<file path="src/sv/fcfb_pkg.sv">
// Shared constants, types and colour quantizer of the four-color framebuffer pixel writer.
package fcfb_pkg;

  // Panel limits and the packed store that follows from them.
  localparam int unsigned MaxWidth   = 512;
  localparam int unsigned MaxHeight  = 512;
  localparam int unsigned StoreBytes = (MaxWidth * MaxHeight + 3) / 4;
  localparam int unsigned AddrW      = $clog2(StoreBytes);
  localparam int unsigned ClrCntW    = $clog2(StoreBytes + 1);

  // Field widths of the stream and configuration ports.
  localparam int unsigned DimW      = 10;
  localparam int unsigned CoordW    = 16;
  localparam int unsigned ReadAddrW = 16;
  localparam int unsigned ColorW    = 8;
  localparam int unsigned XW        = $clog2(MaxWidth);
  localparam int unsigned YW        = $clog2(MaxHeight);
  localparam int unsigned PixIdxW   = YW + DimW;
  localparam int unsigned InDataW   = 72;
  localparam int unsigned OutDataW  = 56;
  localparam int unsigned CfgIdxW   = 1;

  // Colour thresholds and 2-bit pixel codes.
  localparam logic [ColorW-1:0] ThrHigh = 8'd200;
  localparam logic [ColorW-1:0] ThrLow  = 8'd100;
  localparam logic [1:0] CodeBlack  = 2'b00;
  localparam logic [1:0] CodeWhite  = 2'b01;
  localparam logic [1:0] CodeRed    = 2'b10;
  localparam logic [1:0] CodeYellow = 2'b11;

  // Command codes carried in the input tuser.
  typedef enum logic [1:0] {
    CMD_DRAW  = 2'd0,
    CMD_READ  = 2'd1,
    CMD_CLEAR = 2'd2
  } cmd_e;

  // Configuration register indexes.
  typedef enum logic [CfgIdxW-1:0] {
    REG_PANEL_WIDTH  = 1'b0,
    REG_PANEL_HEIGHT = 1'b1
  } cfg_reg_e;

  // One access to the pixel store: a read and a write port.
  typedef struct packed {
    logic             re;
    logic [AddrW-1:0] raddr;
    logic             we;
    logic [AddrW-1:0] waddr;
    logic [7:0]       wdata;
  } store_req_t;

  // Dirty box update request.
  typedef struct packed {
    logic          draw;
    logic          clear;
    logic [XW-1:0] x;
    logic [YW-1:0] y;
  } box_upd_t;

  // Dirty bounding box.
  typedef struct packed {
    logic [DimW-1:0] x_min;
    logic [DimW-1:0] x_end;
    logic [DimW-1:0] y_min;
    logic [DimW-1:0] y_end;
  } box_t;

  // Quantizes an RGB colour to a 2-bit code; white wins over yellow over red.
  function automatic logic [1:0] colour_code(input logic [ColorW-1:0] r,
                                             input logic [ColorW-1:0] g,
                                             input logic [ColorW-1:0] b);
    logic [1:0] code;
    code = CodeBlack;
    if (r > ThrHigh && g > ThrHigh && b > ThrHigh) begin
      code = CodeWhite;
    end else if (r > ThrHigh && g > ThrHigh && b < ThrLow) begin
      code = CodeYellow;
    end else if (r > ThrHigh && g < ThrLow && b < ThrLow) begin
      code = CodeRed;
    end
    return code;
  endfunction

endpackage

</file>
<file path="src/sv/fcfb_box.sv">
// Dirty bounding box tracker for accepted pixel draws.
module fcfb_box (
  input  logic               clk_i,
  input  logic               rst_ni,
  input  fcfb_pkg::box_upd_t upd_i,
  output fcfb_pkg::box_t     box_next_o
);
  import fcfb_pkg::*;

  localparam box_t BoxEmpty = '{
    x_min: DimW'(MaxWidth),
    x_end: '0,
    y_min: DimW'(MaxHeight),
    y_end: '0
  };

  box_t            box_q, box_d;
  logic [DimW-1:0] ux, uy;

  assign ux = DimW'(upd_i.x);
  assign uy = DimW'(upd_i.y);

  // Clear empties the box; a draw widens it to cover the pixel.
  always_comb begin
    box_d = box_q;
    if (upd_i.clear) begin
      box_d = BoxEmpty;
    end else if (upd_i.draw) begin
      if (ux < box_q.x_min) box_d.x_min = ux;
      if (ux >= box_q.x_end) box_d.x_end = ux + 1'b1;
      if (uy < box_q.y_min) box_d.y_min = uy;
      if (uy >= box_q.y_end) box_d.y_end = uy + 1'b1;
    end
  end

  always_ff @(posedge clk_i or negedge rst_ni) begin
    if (!rst_ni) begin
      box_q <= BoxEmpty;
    end else begin
      box_q <= box_d;
    end
  end

  assign box_next_o = box_d;

endmodule

</file>
<file path="config.mk">
export PLATFORM = sky130hd
export DESIGN_NAME = fcfb_box
export DESIGN_NICKNAME = d
export VERILOG_FILES = /design/src/sv/fcfb_pkg.sv /design/src/sv/fcfb_box.sv
export SDC_FILE = /design/constraint.sdc
export NUM_CORES = 1
export LEC_CHECK = 0
export BUFFER_PORTS_ARGS = -buffer_cell sky130_fd_sc_hd__clkbuf_2
export CAP_MARGIN = 25
export CELL_PAD_IN_SITES_DETAIL_PLACEMENT = 1
export CELL_PAD_IN_SITES_GLOBAL_PLACEMENT = 1
export CORE_MARGIN = 2
export CORE_UTILIZATION = 45
export CTS_CLUSTER_SIZE = 10
export DETAILED_ROUTE_END_ITERATION = 6
export PLACE_DENSITY_LB_ADDON = 0.1
export SLEW_MARGIN = 40
export SYNTH_ARGS = -nofsm -noshare
export SYNTH_HDL_FRONTEND = slang
export SYNTH_SLANG_ARGS = --single-unit
</file>
<file path="constraint.sdc">
create_clock -name clk_i -period 4.75 [get_ports clk_i]
set_input_delay 0 -clock clk_i [delete_from_list [all_inputs] [get_ports clk_i]]
set_output_delay 0 -clock clk_i [all_outputs]
set_load 0.05 [all_outputs]
</file>
# After elaboration in Yosys (flattened, before gate mapping)
# Index checks and enable logic that the tools add are counted.
# totals
ff_bits	40
output_inout_bits	40
input_bits	22
wordCells	16
# classes
muxes	6
addsub	2
magnitude_cmp	4
# ops
operator	count
40-bit two-way mux	2
10-bit two-way mux	4
9-bit by 1-bit adder with 10-bit output, second input constant	2
9-bit by 10-bit greater-or-equal comparator with 1-bit output	2
9-bit by 10-bit less-than comparator with 1-bit output	2

# Longest topological paths before layout
# depth
ltp_word	4
ltp_mapped	8

# Least setup slack after synthesis
# Ideal clock, no wire load.
# synth_timing
kind	flip-flop to flip-flop
start	register box_q[38] (netlist bit)
end	register box_q[39] (netlist bit)
t_required_ns	4.508
path_buffers	1
period_less_slack_ns	2.682
arrival_ns	2.440
setup_time_ns	0.242
path_slack_ns	2.068
stages_incl_launch_ff	8
cell_sequence	dfrtp_1 > inv_1 > ha_1 > or2b_2 > o221ai_1 > a221oi_2 > buf_6 > o21ai_0
# synth_lines
item	line	rtl
start, declared	fcfb_box.sv:17	box_t box_q, box_d;
start signal, assigned	fcfb_box.sv:38	box_q <= BoxEmpty;
start signal, assigned	fcfb_box.sv:40	box_q <= box_d;

==> metrics.yaml <==
min_path:
  hp-class: "in -> reg"
routing:
  postRouteAntennaNets: 0
  drtIter0Drc: 104
  drc: 0
  vias: 2462
  drt_pre_antenna_iters: 4
  viasPerCell: 5.545
  wl_per_cell_um: 17.72
  wl_mm: 7.869
pwr:
  switchingPower_mw: 0.4429
  seq_power_share_pct: 35.2
  p_sw_share_pct: 39.86
  combPwrFrac_pct: 39.1
  peakVddDrop_v: 0.0001589
  p_int_mw: 0.6683
  p_clk_share_pct: 25.7
  p_per_area_nw_per_um2: 326.0
  p_leak_nw: 1.846
sta:
  worst_pin_slew_ns: 0.7499
  fmaxAchievable_ghz: 0.3361
  setup_ws_ns: 1.775
  tns_ns: 0
  maxSlewViolCount: 0
  slew_headroom_pct: 50.00
  rsz0062_at_grt: "no"
  setup_violations: 0
  finalHoldViolCount: 0
  clock_skew_ns: 0.009686
  fin_crit_ns: 2.975
  fin_crit_sh_pct: 62.63
clock_network:
  h-tree-depth: 2
  cts-root-buf: "clkbuf_8"
  clk_pin_slew_ns: 0.09
  tritoncts: "built"
  cts_made_buffers: 5
  cts.sinks: 40
  postCtsSetupBuffers: 0
  clockBufferDepth: 2
  clk_latency_ns: 0.30
finish:
  diodes: 0
  fin_area_sq_um: 3408
  fillCellCount: 770
  nets: 424
  drive_above_1_share_pct: 23.98
  top_regs: "box_q: 40 flops"
  final_util_pct: 53.98
  largest_register: "box_q"
  largest_register_ffs: 40
  layout-area-overhead-vs-synth_pct: 16.91
  fin_cells: 444
logic_synthesis:
  synth_most_common_cell: "inv_1"
  synth_edf_count: 0
  syn_nets: 363
  yosysSeqAreaShare_pct: 34.42
  syn_area_per_cell_sq_um: 9.558
  synth_async_sr_flop_share_pct: 100.0
  synthTopCellsByArea: "dfrtp_1, ha_1, mux2i_1"
  synth_area_leader_cell: "dfrtp_1"
  synth_cells: 305
  synth_seq_cells: 40
  syn_area_sq_um: 2915
  ys.flop_type: "dfrtp_1"
  yosysWarnings: 0
  synth_commonest_cells: "inv_1, dfrtp_1, ha_1"
  synth.distinct_cells: 36
  synth_top_area_share_pct: 32.62
worst_setup_path:
  crit_fanout: 6
  slowest_stage: "a221oi_2"
  critPathTopFamily: "compound AO/OA/AOI/OAI gates"
  crit_arrival_ns: 2.97
  critPathMaxStageDelay_ns: 0.60
  crit_required_ns: 4.75
  worstPathCellList: "inv_1 > ha_1 > a21o_1 > a221o_1 > a221oi_2 > buf_4 > mux2i_1 > nor2_1 > clkbuf_2"
  crit_type: "reg -> out"
  cp-start-kind: "register"
  cp-end-kind: "primary output"
  cp_num_buf_inv: 3
floorplanning:
  core_area_sq_um: 6314
  num_rows: 29
  start_util_pct: 46.18
  dieWidth_um: 84.49
  dieArea_sq_um: 7139
  io_pins: 62
  die_height_um: 84.49
flow_run:
  drv_cap: 0
placement:
  dp_slack_ns: 2.083
  placed_area_sq_um: 3288
  dp_hpwl_mm: 5.735
  port-buffer-count: 61
  dpl.cell_count: 435
  place.gp.congestion: 0.8336
grt:
  grt_max_degree: 41
  grt_use_met3_pct: 3.835
  antenna_found_initial: 0
  grt_util_met1_pct: 27.66
  top_usage_layer: "met2"
  gr-usage-met2_pct: 41.16
  grt_pass1_vias: 2581
  grt_first_pass_wirelength_mm: 12.92
  grt_usage_pct: 22.83
  grt-ovfl-total: 0
status:
  run_status: "complete, no violations"
## worst paths after layout
kind | depth (start not counted) | to | slack, ns | from
max in group asynchronous | 2 | box_q[6] | 4.08 | rst_ni
setup / recovery | 9 | box_next_o[36] | 1.78 | box_q[34]
setup reg to reg | 8 | box_q[36] | 2.23 | box_q[34]
min in group asynchronous | 2 | box_q[33] | 0.26 | rst_ni
hold / removal | 3 | box_q[10] | 0.06 | upd_i[0]
hold reg to reg | 2 | box_q[39] | 0.54 | box_q[39]
## cell families (layout without fill, tap and decap cells)
family | after synthesis | after routing | share of synthesized area [%]
multiplexers | 22 | 22 | 7.639
AND/OR/NAND/NOR | 82 | 82 | 13.91
XOR/XNOR | 14 | 14 | 4.206
flip-flops | 40 | 40 | 34.42
AO/OA/AOI/OAI | 62 | 62 | 17.77
buffers and inverters | 49 | 111 | 6.609
adder cells (fa/ha/maj) | 36 | 36 | 15.45
## repair_timing
action | in CTS | in global routing
resized for setup | 0 | 0
hold buffers | 1 | 0
endpoints found under the hold margin | 38 | 0
## worst reg2reg max path, cell delays in order, from the launching register on
cell and delay, ns:
dfrtp_1 0.36, inv_1 0.05, ha_1 0.28, a21o_1 0.18
a221o_1 0.35, a221oi_2 0.60, buf_4 0.29, mux2i_1 0.19
nor2_1 0.08
## layout by cell type, fill, tap and decap left out, types with 2 or more instances in the layout
master,instances
and2_1,2
ha_1,36
mux2_2,2
nor2_1,13
dfstp_2,2
o21ai_0,3
and3_1,3
clkbuf_2,60
a211o_1,14
xnor2_1,12
dfrtp_1,38
or2_2,2
xor2_1,2
a31oi_1,2
mux2i_1,20
o221ai_2,2
inv_1,39
nand2b_1,5
a21oi_4,2
nor2_2,2
o211a_1,14
a21oi_1,13
nor2b_1,3
nand2_1,31
nand4_1,7
clkbuf_8,5
o221ai_1,2
or2b_2,2
nand3_1,8
a21o_1,7
## per-layer routing
metal  up-vias  part of all wire [%]
li1       1190                     -
met1      1208                    43
met2        51                    51
met3        13                   3.3
met4         0                   2.2
met5         -                     0
## power by group through the flow
stage               Combinational [mW]  Clock (mW)  Sequential, mW
global placement                 0.421           0           0.396
detailed placement               0.434           0           0.398
global route                     0.471       0.305           0.396
floorplan                        0.322           0           0.393
finish                           0.434       0.286           0.391
CTS                              0.438       0.294           0.391
## metrics by stage
stage	total power [mW]	hold WS, ns
final	1.111	0.05859
after global routing	1.172	0.07077
after CTS	1.123	0.05103
after detailed placement	0.8313	0.06807
after global placement	0.8173	0.2406
after floorplan	0.7152	-0.2956
## layout make-up
cell class | count | area (sq um) | area share (%)
clock inverter | 2 | 35.03 | 1.028
tap | 77 | 96.34 | 2.827
multi-input combinational | 216 | 1725 | 50.62
clock buffer | 6 | 72.57 | 2.129
inverter | 40 | 150.1 | 4.405
sequential | 40 | 1003 | 29.44
timing repair buffer | 63 | 325.3 | 9.545
(Power assumes the default switching activity.)
